$ cat src/ltfc_pkg.sv
// Shared types, constants and helpers for the link token flow control block.
// Used by ltfc_queue, ltfc_engine and link_token_flow_control; no dependencies.
package ltfc_pkg;

	// Default sizing, handed down through the top-level parameters.
	localparam int TX_DEPTH_DEF   = 16;
	localparam int RX_DEPTH_DEF   = 16;
	localparam int TOKEN_BITS_DEF = 10;

	// Field widths fixed by the packet format.
	localparam int FLIT_W  = 5;
	localparam int TAG_W   = 8;
	localparam int RTC_W   = 10;
	localparam int BUSY_W  = 12;
	localparam int CFG_W   = 16;
	localparam int CADDR_W = 2;

	// Configuration register indexes.
	localparam logic [CADDR_W-1:0] CFG_INIT_TOKENS = 2'd0;
	localparam logic [CADDR_W-1:0] CFG_HOST_SOURCE = 2'd1;
	localparam logic [CADDR_W-1:0] CFG_FLIT_TIME   = 2'd2;

	// Flit time after reset: 1.0 in 8.8 fixed point.
	localparam logic [CFG_W-1:0] FLIT_TIME_RST = 16'd256;

	typedef enum logic [1:0] {
		REQ_ENQUEUE = 2'd0,
		REQ_SEND    = 2'd1,
		REQ_RECEIVE = 2'd2,
		REQ_EXTRACT = 2'd3
	} req_e_t;

	typedef enum logic [2:0] {
		KIND_DATA    = 3'd0,
		KIND_TOKEN   = 3'd1,
		KIND_NULL    = 3'd2,
		KIND_ACCEPT  = 3'd3,
		KIND_REJECT  = 3'd4,
		KIND_EXTRACT = 3'd5
	} kind_e_t;

	// One queue entry: flit count and tag.
	typedef struct packed {
		logic [TAG_W-1:0]  tag;
		logic [FLIT_W-1:0] flits;
	} entry_t;

	// One input transaction.
	typedef struct packed {
		req_e_t            req;
		logic [FLIT_W-1:0] flits;
		logic [TAG_W-1:0]  tag;
		logic              is_flow;
		logic [RTC_W-1:0]  rtc;
	} item_t;

	// One result transaction.
	typedef struct packed {
		kind_e_t           kind;
		logic [FLIT_W-1:0] sent_flits;
		logic [RTC_W-1:0]  sent_rtc;
		logic [TAG_W-1:0]  sent_tag;
		logic [BUSY_W-1:0] busy_cycles;
		logic              head_valid;
		logic [RTC_W-1:0]  tokens_now;
	} result_t;

	// Queue controls from the engine.
	typedef struct packed {
		logic tx_push;
		logic tx_pop;
		logic rx_push;
		logic rx_pop;
	} q_ctl_t;

	// Queue status toward the engine.
	typedef struct packed {
		logic tx_empty;
		logic tx_full;
		logic rx_empty;
		logic rx_full;
	} q_stat_t;

	// Highest power of two not above v (zero for zero).
	function automatic logic [RTC_W-1:0] top_pow(input logic [RTC_W-1:0] v);
		logic [RTC_W-1:0] p;
		p = '0;
		for (int i = 0; i < RTC_W; i++) begin
			if (v[i]) begin
				p = RTC_W'(1) << i;
			end
		end
		return p;
	endfunction

endpackage

$ cat src/link_token_flow_control.sv
// Link token flow control: one end of a credit-based serial link.
// Path from input transaction to result: input register, then result register.
// Throughput: one transaction per cycle while the result side is ready; both queues and counters update in one pass.
// Reset: queues empty, tokens held and freed zero, host mode off, flit time 256.
// Depends on ltfc_pkg, ltfc_queue and ltfc_engine.
module link_token_flow_control #(
	parameter int TX_DEPTH   = ltfc_pkg::TX_DEPTH_DEF,
	parameter int RX_DEPTH   = ltfc_pkg::RX_DEPTH_DEF,
	parameter int TOKEN_BITS = ltfc_pkg::TOKEN_BITS_DEF
) (
	input  logic                          clk,
	input  logic                          arst_n,
	input  logic                          cfg_we,
	input  logic [ltfc_pkg::CADDR_W-1:0]  cfg_addr,
	input  logic [ltfc_pkg::CFG_W-1:0]    cfg_wdata,
	input  logic                          s_axis_tvalid,
	output logic                          s_axis_tready,
	input  logic [23:0]                   s_axis_tdata,  // pkt_flits, pkt_tag, pkt_rtc, pad
	input  logic [2:0]                    s_axis_tuser,  // req_type, pkt_is_flow
	output logic                          m_axis_tvalid,
	input  logic                          m_axis_tready,
	output logic [47:0]                   m_axis_tdata,  // sent_flits, sent_rtc, sent_tag,
	                                                     // busy_cycles, tokens_now, pad
	output logic [3:0]                    m_axis_tuser   // result_kind, head_valid
);
	import ltfc_pkg::*;

	logic     valid_s1;
	item_t    item_s1;
	logic     res_valid_q;
	result_t  res_q;
	logic     fire;
	q_ctl_t   ctl;
	q_stat_t  stat;
	result_t  res;
	entry_t   tx_head;
	entry_t   rx_head;
	entry_t   push_entry;

	// The stage fires when the result register is free or being drained.
	assign fire          = valid_s1 && (!res_valid_q || m_axis_tready);
	assign s_axis_tready = !valid_s1 || fire;
	assign push_entry    = '{tag: item_s1.tag, flits: item_s1.flits};

	// Input register control.
	always_ff @(posedge clk or negedge arst_n) begin
		if (!arst_n) begin
			valid_s1 <= 1'b0;
		end else if (s_axis_tready) begin
			valid_s1 <= s_axis_tvalid;
		end
	end

	// Input register payload.
	always_ff @(posedge clk) begin
		if (s_axis_tvalid && s_axis_tready) begin
			item_s1.req     <= req_e_t'(s_axis_tuser[1:0]);
			item_s1.is_flow <= s_axis_tuser[2];
			item_s1.flits   <= s_axis_tdata[4:0];
			item_s1.tag     <= s_axis_tdata[12:5];
			item_s1.rtc     <= s_axis_tdata[22:13];
		end
	end

	// Result register control.
	always_ff @(posedge clk or negedge arst_n) begin
		if (!arst_n) begin
			res_valid_q <= 1'b0;
		end else if (fire) begin
			res_valid_q <= 1'b1;
		end else if (m_axis_tready) begin
			res_valid_q <= 1'b0;
		end
	end

	// Result register payload.
	always_ff @(posedge clk) begin
		if (fire) begin
			res_q <= res;
		end
	end

	assign m_axis_tvalid = res_valid_q;
	assign m_axis_tdata  = {3'b000, res_q.tokens_now, res_q.busy_cycles, res_q.sent_tag,
		res_q.sent_rtc, res_q.sent_flits};
	assign m_axis_tuser  = {res_q.head_valid, res_q.kind};

	ltfc_queue #(
		.DEPTH(TX_DEPTH)
	) u_tx_queue (
		.clk      (clk),
		.arst_n   (arst_n),
		.push     (ctl.tx_push),
		.push_data(push_entry),
		.pop      (ctl.tx_pop),
		.head     (tx_head),
		.empty    (stat.tx_empty),
		.full     (stat.tx_full)
	);

	ltfc_queue #(
		.DEPTH(RX_DEPTH)
	) u_rx_queue (
		.clk      (clk),
		.arst_n   (arst_n),
		.push     (ctl.rx_push),
		.push_data(push_entry),
		.pop      (ctl.rx_pop),
		.head     (rx_head),
		.empty    (stat.rx_empty),
		.full     (stat.rx_full)
	);

	ltfc_engine #(
		.TOKEN_BITS(TOKEN_BITS)
	) u_engine (
		.clk      (clk),
		.arst_n   (arst_n),
		.cfg_we   (cfg_we),
		.cfg_addr (cfg_addr),
		.cfg_wdata(cfg_wdata),
		.fire     (fire),
		.item     (item_s1),
		.tx_head  (tx_head),
		.rx_head  (rx_head),
		.stat     (stat),
		.ctl      (ctl),
		.res      (res)
	);

endmodule

$ cat src/ltfc_queue.sv
// Packet queue with a registered head entry, used for both link directions.
// Depends on ltfc_pkg for the entry type.
module ltfc_queue #(
	parameter int DEPTH = ltfc_pkg::TX_DEPTH_DEF
) (
	input  logic              clk,
	input  logic              arst_n,
	input  logic              push,
	input  ltfc_pkg::entry_t  push_data,
	input  logic              pop,
	output ltfc_pkg::entry_t  head,
	output logic              empty,
	output logic              full
);
	import ltfc_pkg::*;

	localparam int PW = $clog2(DEPTH);
	localparam int CW = $clog2(DEPTH + 1);

	entry_t          mem [DEPTH];
	entry_t          head_q;
	logic [PW-1:0]   wr_ptr_q;
	logic [PW-1:0]   rd_ptr_q;
	logic [PW-1:0]   rd_next;
	logic [PW-1:0]   wr_next;
	logic [CW-1:0]   count_q;

	assign empty = (count_q == '0);
	assign full  = (count_q == CW'(DEPTH));
	assign head  = head_q;

	// Pointer advance with wrap at the depth.
	always_comb begin
		rd_next = rd_ptr_q;
		wr_next = wr_ptr_q;
		if (pop) begin
			rd_next = (rd_ptr_q == PW'(DEPTH - 1)) ? '0 : rd_ptr_q + 1'b1;
		end
		if (push) begin
			wr_next = (wr_ptr_q == PW'(DEPTH - 1)) ? '0 : wr_ptr_q + 1'b1;
		end
	end

	// Pointers and fill count.
	always_ff @(posedge clk or negedge arst_n) begin
		if (!arst_n) begin
			wr_ptr_q <= '0;
			rd_ptr_q <= '0;
			count_q  <= '0;
		end else begin
			wr_ptr_q <= wr_next;
			rd_ptr_q <= rd_next;
			if (push && !pop) begin
				count_q <= count_q + 1'b1;
			end else if (pop && !push) begin
				count_q <= count_q - 1'b1;
			end
		end
	end

	// Storage write and registered head read; a write into the slot that
	// becomes the head is forwarded straight to the head register.
	always_ff @(posedge clk) begin
		if (push) begin
			mem[wr_ptr_q] <= push_data;
		end
		if (push && (wr_ptr_q == rd_next)) begin
			head_q <= push_data;
		end else begin
			head_q <= mem[rd_next];
		end
	end

	a_no_push_full: assert property (@(posedge clk) disable iff (!arst_n)
		push |-> !full) else $error("push into a full queue");

	a_no_pop_empty: assert property (@(posedge clk) disable iff (!arst_n)
		pop |-> !empty) else $error("pop from an empty queue");

	a_count_step: assert property (@(posedge clk) disable iff (!arst_n)
		(push && !pop) |=> (count_q == $past(count_q) + 1'b1))
		else $error("fill count did not follow a push");

endmodule

$ cat src/ltfc_engine.sv
// Per-transaction decision logic, configuration and token counters.
// Depends on ltfc_pkg; drives the queue controls and forms one result.
module ltfc_engine #(
	parameter int TOKEN_BITS = ltfc_pkg::TOKEN_BITS_DEF
) (
	input  logic                          clk,
	input  logic                          arst_n,
	input  logic                          cfg_we,
	input  logic [ltfc_pkg::CADDR_W-1:0]  cfg_addr,
	input  logic [ltfc_pkg::CFG_W-1:0]    cfg_wdata,
	input  logic                          fire,
	input  ltfc_pkg::item_t               item,
	input  ltfc_pkg::entry_t              tx_head,
	input  ltfc_pkg::entry_t              rx_head,
	input  ltfc_pkg::q_stat_t             stat,
	output ltfc_pkg::q_ctl_t              ctl,
	output ltfc_pkg::result_t             res
);
	import ltfc_pkg::*;

	// Working width that holds any token count and any 10-bit increment.
	localparam int XW = ((TOKEN_BITS > RTC_W) ? TOKEN_BITS : RTC_W) + 1;
	localparam logic [XW-1:0] TMAX    = XW'((64'd1 << TOKEN_BITS) - 64'd1);
	localparam logic [XW-1:0] RTC_MAX = XW'({RTC_W{1'b1}});

	logic                  host_q;
	logic [CFG_W-1:0]      flit_time_q;
	logic [TOKEN_BITS-1:0] held_q;
	logic [TOKEN_BITS-1:0] freed_q;
	logic [TOKEN_BITS-1:0] held_d;
	logic [TOKEN_BITS-1:0] freed_d;
	logic [XW-1:0]         init_clamp;
	logic [XW-1:0]         held_sum;
	logic [XW-1:0]         freed_sum;
	logic [RTC_W-1:0]      freed_clamp;
	logic [RTC_W-1:0]      rtc;
	logic                  can_send;
	logic [FLIT_W-1:0]     mul_flits;
	logic [20:0]           prod;
	logic [21:0]           prod_rnd;
	logic [BUSY_W-1:0]     busy;

	// Return count: largest power of two not above the freed tokens, clamped to the field range.
	assign freed_clamp = (XW'(freed_q) > RTC_MAX) ? {RTC_W{1'b1}} : RTC_W'(freed_q);
	assign rtc         = top_pow(freed_clamp);
	assign can_send    = !stat.tx_empty && (XW'(held_q) >= XW'(tx_head.flits));

	// Busy time: ceil(flits * flit_time / 256), saturated.
	assign mul_flits = (item.req == REQ_SEND && can_send) ? tx_head.flits : FLIT_W'(1);
	assign prod      = 21'(mul_flits) * 21'(flit_time_q);
	assign prod_rnd  = 22'(prod) + 22'd255;
	assign busy      = (prod_rnd[21:8] > 14'd4095) ? {BUSY_W{1'b1}} : prod_rnd[19:8];

	// Saturating adds and the clamped load value.
	assign held_sum   = XW'(held_q) + XW'(item.rtc);
	assign freed_sum  = XW'(freed_q) + XW'(rx_head.flits);
	assign init_clamp = (XW'(cfg_wdata[RTC_W-1:0]) > TMAX) ? TMAX
		: XW'(cfg_wdata[RTC_W-1:0]);

	// Decision for one transaction.
	always_comb begin
		ctl      = '0;
		res      = '0;
		res.kind = KIND_ACCEPT;
		held_d   = held_q;
		freed_d  = freed_q;
		unique case (item.req)
			REQ_ENQUEUE: begin
				if (stat.tx_full) begin
					res.kind = KIND_REJECT;
				end else begin
					ctl.tx_push = 1'b1;
				end
			end
			REQ_SEND: begin
				res.sent_flits  = FLIT_W'(1);
				res.busy_cycles = busy;
				if (can_send) begin
					ctl.tx_pop     = 1'b1;
					res.kind       = KIND_DATA;
					res.sent_flits = tx_head.flits;
					res.sent_tag   = tx_head.tag;
					res.sent_rtc   = rtc;
					freed_d        = freed_q - TOKEN_BITS'(rtc);
					if (!host_q) begin
						held_d = held_q - TOKEN_BITS'(tx_head.flits);
					end
				end else if (freed_q != '0) begin
					res.kind     = KIND_TOKEN;
					res.sent_rtc = rtc;
					freed_d      = freed_q - TOKEN_BITS'(rtc);
				end else begin
					res.kind = KIND_NULL;
				end
			end
			REQ_RECEIVE: begin
				held_d = (held_sum > TMAX) ? TOKEN_BITS'(TMAX) : TOKEN_BITS'(held_sum);
				if (!item.is_flow) begin
					if (stat.rx_full) begin
						res.kind = KIND_REJECT;
					end else begin
						ctl.rx_push = 1'b1;
					end
				end
			end
			REQ_EXTRACT: begin
				res.kind = KIND_EXTRACT;
				if (!stat.rx_empty) begin
					ctl.rx_pop     = 1'b1;
					res.sent_flits = rx_head.flits;
					res.sent_tag   = rx_head.tag;
					res.head_valid = 1'b1;
					freed_d = (freed_sum > TMAX) ? TOKEN_BITS'(TMAX)
						: TOKEN_BITS'(freed_sum);
				end
			end
			default: begin
				res.kind = KIND_ACCEPT;
			end
		endcase
		res.tokens_now = (XW'(held_d) > RTC_MAX) ? {RTC_W{1'b1}} : RTC_W'(held_d);
		if (!fire) begin
			ctl = '0;
		end
	end

	// Configuration registers and token counters.
	always_ff @(posedge clk or negedge arst_n) begin
		if (!arst_n) begin
			host_q      <= 1'b0;
			flit_time_q <= FLIT_TIME_RST;
			held_q      <= '0;
			freed_q     <= '0;
		end else begin
			if (fire) begin
				held_q  <= held_d;
				freed_q <= freed_d;
			end
			if (cfg_we) begin
				unique case (cfg_addr)
					CFG_INIT_TOKENS: held_q      <= TOKEN_BITS'(init_clamp);
					CFG_HOST_SOURCE: host_q      <= cfg_wdata[0];
					CFG_FLIT_TIME:   flit_time_q <= cfg_wdata;
					default:         host_q      <= host_q;
				endcase
			end
		end
	end

	a_rtc_pow2: assert property (@(posedge clk) disable iff (!arst_n)
		fire |-> $onehot0(res.sent_rtc)) else $error("return count not a power of two");

	a_token_nonzero: assert property (@(posedge clk) disable iff (!arst_n)
		(fire && res.kind == KIND_TOKEN) |-> (res.sent_rtc != '0))
		else $error("token-return packet with empty return count");

	a_spend: assert property (@(posedge clk) disable iff (!arst_n)
		(fire && !cfg_we && !host_q && res.kind == KIND_DATA)
		|=> (held_q == $past(held_q) - $past(TOKEN_BITS'(tx_head.flits))))
		else $error("data send did not spend its tokens");

	a_freed_send: assert property (@(posedge clk) disable iff (!arst_n)
		(fire && item.req == REQ_SEND) |=> (freed_q <= $past(freed_q)))
		else $error("freed count grew on a send slot");

endmodule

$ cat config.mk
export PLATFORM = sky130hd
export DESIGN_NAME = link_token_flow_control
export DESIGN_NICKNAME = d
export VERILOG_FILES = /design/src/ltfc_pkg.sv /design/src/link_token_flow_control.sv /design/src/ltfc_queue.sv /design/src/ltfc_engine.sv
export SDC_FILE = /design/constraint.sdc
export NUM_CORES = 1
export LEC_CHECK = 0
export ABC_CLOCK_PERIOD_IN_PS = 7500
export BUFFER_PORTS_ARGS = -buffer_cell sky130_fd_sc_hd__buf_2
export CAP_MARGIN = 15
export CORE_MARGIN = 2
export CORE_UTILIZATION = 56
export CTS_CLUSTER_DIAMETER = 80
export DETAILED_ROUTE_END_ITERATION = 7
export GPL_TIMING_DRIVEN = 0
export HOLD_SLACK_MARGIN = 0.03
export PLACE_DENSITY = 0.76
export SLEW_MARGIN = 40
export SYNTH_ARGS = -nofsm -noshare
export SYNTH_HDL_FRONTEND = slang
export SYNTH_SLANG_ARGS = --single-unit
$ cat constraint.sdc
create_clock -name clk -period 7.5 [get_ports clk]
set_clock_uncertainty 0.2 [all_clocks]
set_input_delay 1.125 -clock clk [delete_from_list [all_inputs] [get_ports clk]]
set_output_delay 1.125 -clock clk [all_outputs]
set_load 0.02 [all_outputs]
==> run_results.csv <==
group,metric,value,unit
routing,ant_nets,0,
die,die_y,220,µm
yosys,synth_edf_count,491,
die,die-area,0.0483,mm²
sta,drv_slew,0,
finish,antennaDiodeCount,0,
finish,area_growth,15.3,%
power_and_ir_drop,leakagePower,11.2,nW
finish,n_fill_cell,3212,
worst_setup_path,critical_path_required,7.68,ns
routing,drt_iter0_markers,1505,
power_and_ir_drop,power_density,372,mW/mm²
clocking,h-tree-depth,2,
clocking,cts_buffers,55,
worst_setup_path,path_class,"flop to flop",
clocking,clock_latency,0.64,ns
clocking,clockBufferDepth,3,
global_route,grt_max_degree,35,
yosys,avgSynthCellArea,16.1,µm²
yosys,yosysWarningCount,0,
power_and_ir_drop,peakVddDrop,319,µV
worst_setup_path,endpoint_kind,"flop",
clocking,cts_num_sinks,564,
worst_setup_path,cp_max_fo,10,
yosys,synth-seq-cells,564,
die,fp.dieW,220,µm
finish,post_route_cells_drive_above_1_share,25.6,%
worst_setup_path,worst_path_max_delay_cell,"mux4_2",
worst_setup_path,crit_path_start_kind,"flop",
global_route,grtUsageTotal,26.2,%
sta,slew_headroom,43.2,%
routing,drt_wl_total,62.1,mm
sta,period_share,97.2,%
die,core-area,0.0463,mm²
global_route,antenna_found_initial,0,
sta,finalWorstSetupSlack,0.213,ns
job,drv_cap,0,
routing,drcViolationCount,0,
sta,hold_viol,0,
global_route,grt_pass1_vias,15400,
run_status,status,"finished clean",
clocking,cts.clk_slew.worst_paths,0.06,ns
yosys,ys.flop_type,"edfxtp_1",
die,io_pins,104,
routing,wl_per_cell,25.0,µm
sta,period_needed,7.29,ns
worst_setup_path,worstPathArrival,7.46,ns
worst_setup_path,path_delay_family,"compound AO/OA/AOI/OAI gates",
hold_path,holdCritPathClass,"input pin to asynchronous set/reset pin",
die,rows,79,
sta,max_freq,137,MHz
worst_setup_path,r2r_slack,0.21,ns
routing,drt_first_pass_iters,5,
finish,fin_nets,2019,
yosys,yosysSeqAreaShare,63.4,%
global_route,overflow,0,
place,place_ws,-1.61,ns
place,port_buffers,99,
worst_setup_path,critPathBufInv,8,
sta,hold_slack,0.167,ns
yosys,ys_types,72,
sta,worst_pin_slew,0.852,ns
place,dp_hpwl,39.2,mm
die,initial_core_util,56.4,%
yosys,synth_cells,1623,
worst_setup_path,max_stage_delay,0.57,ns
clocking,tritoncts,"done",
place,place.gp.congestion,0.895,
routing,vias_per_cell,6.18,
worst_setup_path,crit_path_frequent_cell,"a21o_1",
global_route,grt_pass1_wl,92.5,mm
clocking,cts_root_buf,"clkbuf_16",
yosys,synth_async_sr_flop_share,11.5,%
routing,num_vias,15300,
power_and_ir_drop,total_power,11.2,mW
yosys,syn_area,0.0261,mm²
sta,report.final.setup_viol,0,
-- through the flow --
| step | setup TNS, ns | instances | utilization (%) | area, µm² |
|---|---|---|---|---|
| finish | 0 | 2481 | 65.0 | 30100 |
| CTS | 0 | 2456 | 64.3 | 29800 |
| detailed placement | -18.84 | 2344 | 59.7 | 27600 |
| floorplan | 0 | 1625 | - | 26100 |
| global placement | -17.73 | 2331 | 59.2 | 27400 |
| global route | -0.340 | 2481 | 65.0 | 30100 |
-- metal layers --
| layer | part of all wire [%] | track usage, % | vias up |
|---|---|---|---|
| met1 | 38 | 34.0 | 7806 |
| met2 | 51 | 44.8 | 750 |
| met3 | 7.1 | 3.66 | 174 |
| met5 | 0 | 0 | - |
| met4 | 3.8 | 10.6 | 0 |
| li1 | - | - | 6599 |
-- cell usage after synthesis (4+ instances only) --
| cell | instances | share of area (%) |
|---|---|---|
| o21bai_1 | 5 | 0.14 |
| dfrtp_1 | 64 | 6.1 |
| mux4_2 | 127 | 11 |
| nor2_1 | 54 | 0.78 |
| o21a_1 | 6 | 0.17 |
| nand2_1 | 91 | 1.3 |
| a21oi_1 | 43 | 0.82 |
| ha_1 | 89 | 4.3 |
| nor3_1 | 10 | 0.19 |
| a31oi_1 | 9 | 0.22 |
| mux2i_1 | 4 | 0.15 |
| xor2_1 | 11 | 0.37 |
| a32o_1 | 8 | 0.31 |
| nand3b_1 | 6 | 0.17 |
| nand2b_1 | 9 | 0.22 |
| o21ai_0 | 54 | 1.0 |
| a21o_1 | 38 | 1.1 |
| buf_1 | 14 | 0.20 |
| clkbuf_1 | 39 | 0.56 |
| inv_1 | 112 | 1.6 |
| nand4_1 | 5 | 0.12 |
| o22ai_1 | 7 | 0.17 |
| dfxtp_1 | 8 | 0.61 |
| and3_1 | 10 | 0.24 |
| and2_1 | 80 | 1.9 |
| mux2_2 | 22 | 0.95 |
| nor3b_1 | 7 | 0.20 |
| o31ai_1 | 4 | 0.12 |
| and2b_1 | 4 | 0.12 |
| a21boi_0 | 6 | 0.17 |
| nand3_1 | 19 | 0.36 |
| nor4_1 | 7 | 0.17 |
| xnor2_1 | 25 | 0.84 |
| fa_1 | 51 | 3.9 |
| nor2b_1 | 25 | 0.60 |
| edfxtp_1 | 491 | 57 |
-- area by class of cell --
cell class | instances | area, µm² | share of cell area [%]
Clock inverter | 37 | 460 | 1.53
Sequential cell | 564 | 16500 | 55.0
Buffer | 55 | 329 | 1.09
Multi-Input combinational cell | 889 | 9110 | 30.3
Timing Repair Buffer | 150 | 1030 | 3.43
Clock buffer | 65 | 1410 | 4.70
Inverter | 114 | 445 | 1.48
Tap cell | 607 | 759 | 2.52
-- final timing paths --
| check | from | endpoint | cells past startpoint |
|---|---|---|---|
| max | flop | m_axis_tdata[26] | 30 |
| min | arst_n | valid_s1 | 1 |
| max reg2reg | flop | m_axis_tdata[26] | 30 |
| min reg2reg | valid_s1 | m_axis_tvalid | 1 |
| max in group asynchronous | arst_n | u_engine.flit_time_q[15] | 2 |
| min in group clk | valid_s1 | m_axis_tvalid | 1 |
-- registers in the layout (all words and copies together) (netlist names), named ones only --
| signal | count |
|---|---|
| u_rx_queue.mem | 208 |
| u_engine.held_q | 10 |
| u_rx_queue.rd_ptr_q | 4 |
| u_rx_queue.wr_ptr_q | 4 |
| u_rx_queue.count_q | 5 |
| m_axis_tuser | 4 |
| item_s1 | 26 |
| valid_s1 | 1 |
| u_engine.flit_time_q | 16 |
| u_tx_queue.mem | 208 |
| u_tx_queue.rd_ptr_q | 4 |
| u_engine.freed_clamp | 10 |
| u_engine.host_q | 1 |
| u_tx_queue.count_q | 5 |
| m_axis_tdata | 45 |
| u_tx_queue.wr_ptr_q | 4 |
| m_axis_tvalid | 1 |
-- worst register-to-register path: cells and delay by family, from the launching register on --
| kind | cells | cell delay, ns |
|---|---|---|
| compound gates | 11 | 2.08 |
| fa+ha+maj | 6 | 1.99 |
| mux | 2 | 1.06 |
| buf+inv | 8 | 0.82 |
| simple gates | 3 | 0.49 |
| flops | 1 | 0.39 |
-- where the power goes --
group / switching [mW] / internal [mW] / leakage (nW)
registers: 0.280 / 3.70 / 5.33
clock network: 1.23 / 1.64 / 0.911
logic: 2.32 / 2.02 / 4.99
-- layout by cell type (no fill, tap or decap), types with 22 or more instances in the layout --
cell       count
and2_1        63
nor2_1        48
edfxtp_1     491
buf_2        107
o21ai_0       54
nor2b_1       25
clkbuf_1      36
fa_1          50
buf_4         33
a21o_1        37
mux2_2        22
a21oi_1       39
dfrtp_1       64
mux4_2       128
inv_1        107
ha_1          84
clkbuf_16     56
xnor2_1       25
nand2_1       90
-- repair_timing --
| item | in CTS | in global routing |
|---|---|---|
| gates resized for setup | 56 | 20 |
| gates cloned | 0 | 1 |
| pin swaps | 5 | 9 |
| endpoints found under the setup margin | 12 | 12 |
| hold buffers | 0 | 0 |
| setup buffers | 12 | 18 |
| endpoints found under the hold margin | 0 | 0 |
-- cells by family (layout without fill, tap and decap cells) --
group                      after synthesis  count (layout)  synth area share (%)
DFF                                    564             564                  63.4
muxes                                  156             156                  12.4
buffers and inverters                  172             421                  2.57
other                                    1               3                0.0144
and+or+nand+nor                        339             339                  6.74
adders and majority gates              140             140                  8.18
xor gates and xnor gates                36              36                  1.21
AOI/OAI and AO/OA                      215             215                  5.57
(Power assumes the default switching activity.)
